[config.mk]
export PLATFORM = sky130hd
export DESIGN_NAME = wsf_ctrl
export DESIGN_NICKNAME = d
export VERILOG_FILES = /design/src/wsf_pkg.sv /design/src/wsf_ctrl.sv
export VERILOG_INCLUDE_DIRS = /design/src /design/src/src
export SDC_FILE = /design/constraint.sdc
export NUM_CORES = 1
export LEC_CHECK = 0
export BUFFER_PORTS_ARGS = -buffer_cell sky130_fd_sc_hd__buf_2
export CELL_PAD_IN_SITES_DETAIL_PLACEMENT = 2
export CELL_PAD_IN_SITES_GLOBAL_PLACEMENT = 2
export CORE_MARGIN = 2
export CORE_UTILIZATION = 34
export DETAILED_ROUTE_END_ITERATION = 7
export PLACE_DENSITY_LB_ADDON = 0.3
export SYNTH_ARGS = -nofsm -noshare
export SYNTH_HDL_FRONTEND = slang
export SYNTH_SLANG_ARGS = --single-unit
[constraint.sdc]
create_clock -name clk -period 4.5 [get_ports clk]
set_input_delay 0.9 -clock clk [delete_from_list [all_inputs] [get_ports clk]]
set_output_delay 0.9 -clock clk [all_outputs]
set_load 0.02 [all_outputs]
[src/waveform_stats_frequency_macros.svh]
// assertion macros for the waveform statistics and frequency meter
`ifndef WAVEFORM_STATS_FREQUENCY_MACROS_SVH
`define WAVEFORM_STATS_FREQUENCY_MACROS_SVH
`ifndef SYNTHESIS
`define WSF_ASSERT_IMP(lbl, ck, rst_n, ante, cons) \
	lbl: assert property (@(posedge ck) disable iff (!rst_n) (ante) |-> (cons)) \
		else $error("wsf assertion failed");
`define WSF_ASSERT_NEXT(lbl, ck, rst_n, ante, cons) \
	lbl: assert property (@(posedge ck) disable iff (!rst_n) (ante) |=> (cons)) \
		else $error("wsf assertion failed");
`else
`define WSF_ASSERT_IMP(lbl, ck, rst_n, ante, cons)
`define WSF_ASSERT_NEXT(lbl, ck, rst_n, ante, cons)
`endif
`endif

[src/wsf_pkg.sv]
// shared types and constants of the waveform statistics and frequency meter
`timescale 1ns / 1ps
package wsf_pkg;
	localparam int SAMPLE_W = 12;
	localparam int RATE_W   = 21;
	localparam int MIN_W    = 16;
	localparam int MEAN_W   = 16;
	localparam int CNT_OUT_W = 11;
	localparam int FREQ_W   = 32;
	localparam int HYST_W   = 10;
	localparam int RECIP5   = 52429;
	localparam int RECIP5_SH = 18;
	localparam int MIN_GAP  = 4;
	localparam int FRAC_Q4  = 4;
	localparam int FRAC_Q8  = 8;
	localparam logic [MIN_W-1:0] MIN_INIT = 16'hFFFF;
	localparam logic [1:0] REG_RATE = 2'd0;
	localparam logic [RATE_W-1:0] RATE_RESET = 21'd20000;

	typedef enum logic [10:0] {
		ST_LOAD  = 11'b000_0000_0001,
		ST_P1    = 11'b000_0000_0010,
		ST_P1W   = 11'b000_0000_0100,
		ST_H1    = 11'b000_0000_1000,
		ST_H2    = 11'b000_0001_0000,
		ST_P2    = 11'b000_0010_0000,
		ST_P2W   = 11'b000_0100_0000,
		ST_MDIV  = 11'b000_1000_0000,
		ST_FSTRT = 11'b001_0000_0000,
		ST_FDIV  = 11'b010_0000_0000,
		ST_FIN   = 11'b100_0000_0000
	} state_t;

	typedef struct packed {
		logic load;
		logic rd_clr;
		logic rd_en;
		logic pass2;
		logic hyst_calc;
		logic hn_calc;
		logic div_start;
		logic div_sel_freq;
		logic mean_cap;
		logic out_load;
	} cmd_t;

	typedef struct packed {
		logic last_load;
		logic rd_last;
		logic div_busy;
		logic div_done;
	} sts_t;
endpackage

[src/wsf_ctrl.sv]
// sequencing state machine for load, two passes, divisions and result hand-off
`timescale 1ns / 1ps
`include "waveform_stats_frequency_macros.svh"
module wsf_ctrl (
	input  logic          clk,
	input  logic          arst_n,
	input  wsf_pkg::sts_t sts,
	output wsf_pkg::cmd_t cmd,
	output logic          in_stall,
	output logic          out_valid,
	input  logic          out_stall
);
	wsf_pkg::state_t state_q, state_d;
	logic drain_q;
	logic out_valid_q;
	logic out_free;

	assign out_free  = !out_valid_q || !out_stall;
	assign in_stall  = state_q != wsf_pkg::ST_LOAD;
	assign out_valid = out_valid_q;

	always_comb begin
		cmd = '0;
		cmd.load         = state_q == wsf_pkg::ST_LOAD;
		cmd.rd_clr       = (state_q == wsf_pkg::ST_LOAD) || (state_q == wsf_pkg::ST_H1);
		cmd.rd_en        = (state_q == wsf_pkg::ST_P1) || (state_q == wsf_pkg::ST_P2);
		cmd.pass2        = (state_q == wsf_pkg::ST_P2) || (state_q == wsf_pkg::ST_P2W);
		cmd.hyst_calc    = state_q == wsf_pkg::ST_H1;
		cmd.hn_calc      = state_q == wsf_pkg::ST_H2;
		cmd.div_sel_freq = state_q == wsf_pkg::ST_FSTRT;
		cmd.div_start    = ((state_q == wsf_pkg::ST_P2W) && !drain_q) ||
			(state_q == wsf_pkg::ST_FSTRT);
		cmd.mean_cap     = state_q == wsf_pkg::ST_FSTRT;
		cmd.out_load     = (state_q == wsf_pkg::ST_FIN) && out_free;
	end

	always_comb begin
		state_d = state_q;
		unique case (state_q)
			wsf_pkg::ST_LOAD:  if (sts.last_load) state_d = wsf_pkg::ST_P1;
			wsf_pkg::ST_P1:    if (sts.rd_last) state_d = wsf_pkg::ST_P1W;
			wsf_pkg::ST_P1W:   if (!drain_q) state_d = wsf_pkg::ST_H1;
			wsf_pkg::ST_H1:    state_d = wsf_pkg::ST_H2;
			wsf_pkg::ST_H2:    state_d = wsf_pkg::ST_P2;
			wsf_pkg::ST_P2:    if (sts.rd_last) state_d = wsf_pkg::ST_P2W;
			wsf_pkg::ST_P2W:   if (!drain_q) state_d = wsf_pkg::ST_MDIV;
			wsf_pkg::ST_MDIV:  if (sts.div_done) state_d = wsf_pkg::ST_FSTRT;
			wsf_pkg::ST_FSTRT: state_d = wsf_pkg::ST_FDIV;
			wsf_pkg::ST_FDIV:  if (sts.div_done) state_d = wsf_pkg::ST_FIN;
			wsf_pkg::ST_FIN:   if (out_free) state_d = wsf_pkg::ST_LOAD;
			default:           state_d = wsf_pkg::ST_LOAD;
		endcase
	end

	always_ff @(posedge clk or negedge arst_n) begin
		if (!arst_n) begin
			state_q     <= wsf_pkg::ST_LOAD;
			drain_q     <= 1'b0;
			out_valid_q <= 1'b0;
		end else begin
			state_q <= state_d;
			// drain_q, set after each read pass, holds the wait state so the read pipeline can empty
			if ((state_q == wsf_pkg::ST_P1) || (state_q == wsf_pkg::ST_P2)) begin
				drain_q <= 1'b1;
			end else begin
				drain_q <= 1'b0;
			end
			if (cmd.out_load) begin
				out_valid_q <= 1'b1;
			end else if (!out_stall) begin
				out_valid_q <= 1'b0;
			end
		end
	end

	`WSF_ASSERT_IMP(a_stall_outside_load, clk, arst_n, !in_stall, state_q == wsf_pkg::ST_LOAD)
	`WSF_ASSERT_IMP(a_div_start_idle, clk, arst_n, cmd.div_start, !sts.div_busy)
	`WSF_ASSERT_IMP(a_out_load_free, clk, arst_n, cmd.out_load, !out_valid_q || !out_stall)
	`WSF_ASSERT_NEXT(a_last_starts_pass, clk, arst_n, cmd.load && sts.last_load,
		state_q == wsf_pkg::ST_P1)
endmodule

# Word level (Yosys, flattened, before mapping)
# Index checks and enable logic that the tools add are counted.
[word_totals]
reg_bits = 13
mem_bits_rw = 0
latch_bits = 0
rom_bits = 0
output_inout_bits = 12
wordCells = 47
memories = 0
[classes]
multipliers = 0
add_sub_neg = 0
n_div = 0
magnitude_cmp = 0
eq_ne = 21
bitwise = 0
shifts = 0
n_reduce_logical = 11
mux = 12
[ops]
columns = ["operator", "n"]
rows = [
  ["$pmux 11 s11", 1],
  ["$mux 11", 8],
  ["$ne 2x2->1 const B", 9],
  ["$eq 11x1->1 const B", 1],
  ["$eq 11x10->1 const B", 1],
  ["$eq 11x11->1 const B", 1],
  ["$eq 11x2->1 const B", 1],
  ["$eq 11x3->1 const B", 1],
  ["$eq 11x4->1 const B", 1],
  ["$eq 11x5->1 const B", 1],
  ["$eq 11x6->1 const B", 1],
  ["$eq 11x7->1 const B", 1],
  ["$eq 11x8->1 const B", 1],
  ["$eq 11x9->1 const B", 1],
  ["$ne 11x1->1 const B", 1],
  ["$reduce_and 8->1", 1],
  ["$logic_or 1x1->1", 5],
  ["$logic_not 1->1", 3],
  ["$mux 1", 3],
  ["$logic_and 1x1->1", 2],
]

# Depth between registers and ports, before layout
# Gate-level depths: netlist of the first run.
[logic_depth]
word_depth = 4
depth_mapped = 7

# Worst setup path after synthesis of the first run
# OpenSTA, ideal clock, no wires.
[synth_path]
path_kind = "reg-to-output"
start = "register state_q[1]"
end = "output cmd[3] (netlist name)"
stages_incl_launch_ff = 6
arrival_time_ns = 2.418
slack_ns = 1.182
required_ns = 3.600
path_cell_list = "dfrtp_1 > buf_4 > nor4_2 > nand2_1 > nor4b_1 > o21bai_1"
[synth_rtl]
columns = ["element", "line_no", "rtl"]
rows = [
  ["from (decl)", "wsf_ctrl.sv:13", "wsf_pkg::state_t state_q, state_d;"],
  ["from (signal assigned)", "wsf_ctrl.sv:57", "state_q <= wsf_pkg::ST_LOAD;"],
  ["from (signal assigned)", "wsf_ctrl.sv:61", "state_q <= state_d;"],
  ["to (decl)", "wsf_ctrl.sv:8", "output wsf_pkg::cmd_t cmd,"],
]

==> impl_metrics.yaml, run 1 <==
status:
  status: "finished, final reports clean"
power_and_ir_drop:
  switchingPower_uw: 232
  internal-power_uw: 303
  clkPwrFrac_pct: 13.8
  powerDensity_mw_per_mm2: 537
  power.share.switching_pct: 43.4
  seqPwrFrac_pct: 33.2
  comb_power_share_pct: 53.0
  p_leak_uw: 0.000471
  ir_drop_mv: 0.272
global_routing:
  grt_max_degree: 14
  grt_usage_pct: 17.0
  grt_overflow_total: 0
  grt_pass1_wl_mm: 4.11
  antenna_found_initial: 0
  first_global_vias: 849
place:
  globalplace.congestion: 0.715
  place_area_sq_um: 968
  port_buffers: 17
  dp_hpwl_mm: 1.88
synth:
  syn-num-nets: 101
  synth.distinct_cells: 40
  synthArstFlopShare_pct: 100
  synth_top_flop_cell: "dfrtp_1"
  ys_ff_latch: 13
  synth-seq-area-share_pct: 36.5
  synth_warnings: 0
  synth_area_per_cell_sq_um: 9.52
  synth_area_sq_um: 895
  synthCells: 94
  synth_enable_flop_cells: 0
clock_network:
  clk_pin_slew_worst_paths_ns: 0.09
  cts_buffer_depth: 2
  cts_buffers: 3
  ctsHtreeMaxLevel: 1
  cts-root-buf: "clkbuf_4"
  cts-resized-gates: 0
  cts_setup_buffers: 0
  cts_tree: "yes"
  cts.sinks: 13
  cts_hold_buf: 0
  worstSkewPairLatency_ns: 0.28
die:
  io_pins: 19
  core-area_sq_mm: 0.00248
  die_area_sq_mm: 0.00306
  start_util_pct: 36.1
  std_cell_rows: 18
  fp.dieW_microns: 55.3
  die_y_microns: 55.3
timing:
  setup_violations: 0
  slew_viol_final: 0
  post-route-min-period_ns: 3.44
  finalHoldViolCount: 0
  relSlewSlack_pct: 51.8
  worst_clock_skew_ns: 0.00629
  fmax_mhz: 291
  min_period_over_period_pct: 76.4
  worstMarginPinSlew_ns: 0.704
  final.setup.tns_ns: 0
  rsz0062_at_grt: "false"
  fin_hold_ws_ns: 0.505
routing:
  ant_nets: 0
  drtIter0Drc: 7
  num_vias: 791
  route.detailed.drc: 0
  finalWirelength_mm: 2.44
  viasPerCell: 5.77
  drt_first_pass_iters: 4
  wl_per_cell_microns: 17.8
flow_run:
  maxCapViolCount: 0
worst_setup_path:
  worstPathArrival_ns: 2.54
  timing.rr.start: "state_q[5]$_DFFE_PN0P_"
  reg2reg_depth: 5
  crit_path_max_incr_delay_ns: 0.62
  critPathKind: "reg2out"
  crit_fanout: 7
  rrSetupSlack_ns: 2.20
  r2r_end: "state_q[6]$_DFFE_PN0P_"
  cp_top_family: "simple AND/OR/NAND/NOR gates"
  startpoint_type: "register"
  crit_buf_inv: 1
  cp.required_ns: 3.60
  cp_slowest_cell: "nor4_2"
  cp-end-kind: "output pin"
  path_cells: "nor4_2 > nand2_1 > nor4b_1 > o21bai_1 > buf_2"
final_layout:
  syn_to_final_growth_pct: 11.2
  nets: 115
  drive_gt1_share_pct: 30.8
  final_common_cell: "buf_2"
  final_cell_mix: "buf_2 (17), dfrtp_1 (12), nand2_1 (11)"
  design_area_sq_um: 995
  diodes: 0
min_path:
  holdCritPathClass: "in2async"
kinds of logic after synthesis:
logic type             Yosys count  synth area share [%]
flip-flops                      13                  36.5
AO/OA/AOI/OAI                   14                  11.6
multiplexers                     3                  5.03
XOR/XNOR                         4                  3.92
buffers and inverters           10                  6.71
AND/OR/NAND/NOR                 50                  36.2
worst max-delay path by stage:
stage                           start     end  cells after the start  slack, ns
6_report       state_q[5]$_DFFE_PN0P_  cmd[3]                      5       1.06
5_1_grt        state_q[5]$_DFFE_PN0P_  cmd[3]                      5       0.75
4_1_cts        state_q[5]$_DFFE_PN0P_  cmd[3]                      5       1.04
3_5_place_dp   state_q[5]$_DFFE_PN0P_  cmd[3]                      5       1.36
3_3_place_gp   state_q[5]$_DFFE_PN0P_  cmd[3]                      5       1.41
2_1_floorplan  state_q[1]$_DFFE_PN0P_  cmd[3]                      5       1.18
stage by stage:
| stage | utilization, % | setup slack (ns) | total power (uW) | instances |
|---|---|---|---|---|
| after global placement | 39.1 | 1.41 | 453 | 133 |
| after CTS | 40.2 | 1.04 | 539 | 137 |
| after global routing | 40.2 | 0.749 | 571 | 137 |
| after floorplan | - | 1.18 | 394 | 94 |
| final | 40.2 | 1.06 | 534 | 137 |
| after detailed placement | 39.1 | 1.36 | 463 | 133 |
state kept, by name, summed over array words and instances (netlist names):
signal	flops
drain_q	1
out_valid	1
state_q	11
area by class of cell:
cell class                      instances  area [sq um]
Clock buffer                            4          26.3
Fill cell                             294          1480
Inverter                                1          3.75
Multi-Input combinational cell         71           508
Sequential cell                        13           327
Tap cell                               30          37.5
Timing Repair Buffer                   18          92.6
cells in the mapped netlist (2+ instances only):
master	instances	area share [%]
dfrtp_1	12	34
nand2_1	11	4.6
nor2_1	7	2.9
buf_2	5	2.8
nor3_1	5	2.8
nor4b_1	5	4.9
a21o_1	3	2.5
a21oi_1	3	1.7
and4b_1	3	3.4
mux2_4	3	5.0
and3_1	2	1.4
buf_4	2	1.7
nand3_1	2	1.1
nand4b_1	2	2.0
nor4_2	2	2.8
xnor2_1	2	2.0
xor2_1	2	2.0
power groups by stage:
| stage | Clock (uW) | Combinational (uW) | Sequential [uW] |
|---|---|---|---|
| after floorplan | 0 | 241 | 153 |
| after global placement | 0 | 275 | 178 |
| after detailed placement | 0 | 285 | 178 |
| after CTS | 77.1 | 286 | 176 |
| after global routing | 81.5 | 307 | 182 |
| final | 73.9 | 283 | 177 |
worst reg2reg max path: cells and delay by family (launching register included):
family,cells,cell delay [ns]
and+or+nand+nor,3,1.17
DFF,1,0.48
muxes,1,0.32
AOI/OAI and AO/OA,1,0.21
routing by layer:
layer	vias to the layer above	routed length (microns)	GRT usage, %
li1	371	-	-
met1	406	1100	20.8
met2	12	1240	30.4
met3	2	79	4.45
met4	0	12	2.09
met5	-	0	0
Power figures use the tool's default switching activity.
==> inputs of run 2 (changes only) <==
Settings changed: CORE_UTILIZATION 34 to 29.
Clock period 4.5 ns to 2.85 ns, I/O delays scaled along.
==> run 2 against run 1 <==
Effect of this change: setup slack got worse by 0.85 ns; die area increased by 16%; total power increased by 62%; clock power increased by 68%; global-route usage decreased by 1.3 points; sequential share of layout area decreased by 1.5 points; via count increased by 0.13%; sequential power increased by 61%; combinational power increased by 60%; largest cell class unchanged.
==> impl_metrics.yaml, run 2 (synthesized netlist as in run 1, its figures left out) <==
worst_setup_path:
  crit_fanout: 7
  crit_path_max_incr_delay_ns: 0.49
  critPathKind: "reg2out"
  startpoint: "state_q[5]$_DFFE_PN0P_"
  cp.required_ns: 2.28
  reg2reg_depth: 6
  worstPathArrival_ns: 2.07
  crit_buf_inv: 1
  cp_slowest_cell: "dfrtp_1"
  startpoint_type: "register"
  cp_top_family: "simple AND/OR/NAND/NOR gates"
  path_cells: "nor4_2 > nand2_1 > nor4b_4 > o21bai_1 > buf_2"
  rrSetupSlack_ns: 0.69
  r2r_end: "state_q[1]$_DFFE_PN0P_"
  timing.rr.start: "state_q[5]$_DFFE_PN0P_"
  cp-end-kind: "output pin"
power_and_ir_drop:
  switchingPower_uw: 381
  seqPwrFrac_pct: 33.0
  comb_power_share_pct: 52.6
  p_leak_uw: 0.000491
  power.share.switching_pct: 44.1
  internal-power_uw: 482
  ir_drop_mv: 0.241
  clkPwrFrac_pct: 14.4
  powerDensity_mw_per_mm2: 828
place:
  port_buffers: 17
  dp_hpwl_mm: 1.87
  globalplace.congestion: 0.746
  place_area_sq_mm: 0.00100
final_layout:
  multiInputGateArea_sq_um: 529
  largest_reg_flops: 11
  final_cell_mix: "buf_2 (17), dfrtp_1 (12), nand2_1 (11)"
  drive_gt1_share_pct: 35.5
  regMostFlops: "state_q"
  diodes: 0
  design_area_sq_mm: 0.00104
  fill_cells: 350
  regArea_sq_um: 327
  nets: 118
  syn_to_final_growth_pct: 16.6
  final_common_cell: "buf_2"
die:
  std_cell_rows: 20
  die_y_microns: 59.5
  core-area_sq_mm: 0.00300
  die_area_sq_mm: 0.00355
  fp.dieW_microns: 59.5
  start_util_pct: 29.8
  io_pins: 19
routing:
  num_vias: 792
  route.detailed.drc: 0
  viasPerCell: 5.54
  wl_per_cell_microns: 17.1
  drt_first_pass_iters: 4
  drtIter0Drc: 14
  ant_nets: 0
  finalWirelength_mm: 2.44
clock_network:
  cts_buffer_depth: 2
  cts-root-buf: "clkbuf_4"
  worstSkewPairLatency_ns: 0.29
  cts_tree: "yes"
  clk_pin_slew_worst_paths_ns: 0.09
  cts.sinks: 13
  cts_buffers: 3
  cts-resized-gates: 0
  ctsHtreeMaxLevel: 1
  cts_hold_buf: 0
  cts_setup_buffers: 0
global_routing:
  antenna_found_initial: 0
  grt_usage_pct: 15.7
  grt_max_degree: 14
  grt_pass1_wl_mm: 4.09
  first_global_vias: 853
  grt_overflow_total: 0
timing:
  post-route-min-period_ns: 2.64
  worstMarginPinSlew_ns: 0.526
  finalHoldViolCount: 0
  setup_violations: 0
  fmax_mhz: 378
  worst_clock_skew_ns: 0.000843
  min_period_over_period_pct: 92.7
  rsz0062_at_grt: "false"
  final.setup.tns_ns: 0
  slew_viol_final: 0
  relSlewSlack_pct: 64.4
  fin_hold_ws_ns: 0.158
flow_run:
  maxCapViolCount: 0
status:
  status: "finished, final reports clean"
min_path:
  holdCritPathClass: "in2async"
[run 2: per-layer routing]
metal / up-vias / part of all wire, % / track usage, %
li1: 377 / - / -
met1: 398 / 47 / 19.8
met2: 12 / 49 / 26.7
met3: 5 / 2.7 / 2.62
met4: 0 / 1.6 / 5.71
met5: - / 0 / 0
[run 2: worst max-delay path by stage]
stage               endpoint  slack, ns  cells after the start
floorplan             cmd[3]       0.24                      5
global placement      cmd[8]       0.45                      4
detailed placement    cmd[8]       0.42                      4
CTS                   cmd[8]       0.09                      4
global route          cmd[3]       0.05                      5
finish                cmd[3]       0.21                      5
[run 2: worst register-to-register path: stages (launching register included)]
cell and delay (ns):
dfrtp_1 0.49, nor4_2 0.46, buf_4 0.21, nand4_1 0.18, o21ai_1 0.18, or4_4 0.24
mux2_4 0.32
[run 2: cell type report]
class | instances | share of cell area (%)
multi-input combinational | 71 | 50.7
sequential | 13 | 31.3
timing repair buffer | 21 | 11.0
tap | 33 | 3.96
clock buffer | 3 | 2.16
clock inverter | 1 | 0.480
inverter | 1 | 0.360
[run 2: power groups by stage]
| stage | registers [uW] | logic [uW] | clock network (uW) |
|---|---|---|---|
| floorplan | 241 | 383 | 0 |
| global placement | 282 | 441 | 0 |
| detailed placement | 286 | 451 | 0 |
| CTS | 282 | 453 | 130 |
| global route | 291 | 501 | 136 |
| finish | 285 | 454 | 124 |
[run 2: through the flow]
| stage | utilization (%) | cells | worst slack [ns] | total power, uW |
|---|---|---|---|---|
| 4_1_cts | 34.3 | 143 | 0.0923 | 865 |
| 5_1_grt | 34.8 | 143 | 0.0490 | 929 |
| 6_report | 34.8 | 143 | 0.208 | 864 |
| 3_5_place_dp | 33.3 | 139 | 0.422 | 737 |
| 2_1_floorplan | - | 94 | 0.242 | 624 |
| 3_3_place_gp | 33.3 | 139 | 0.450 | 723 |
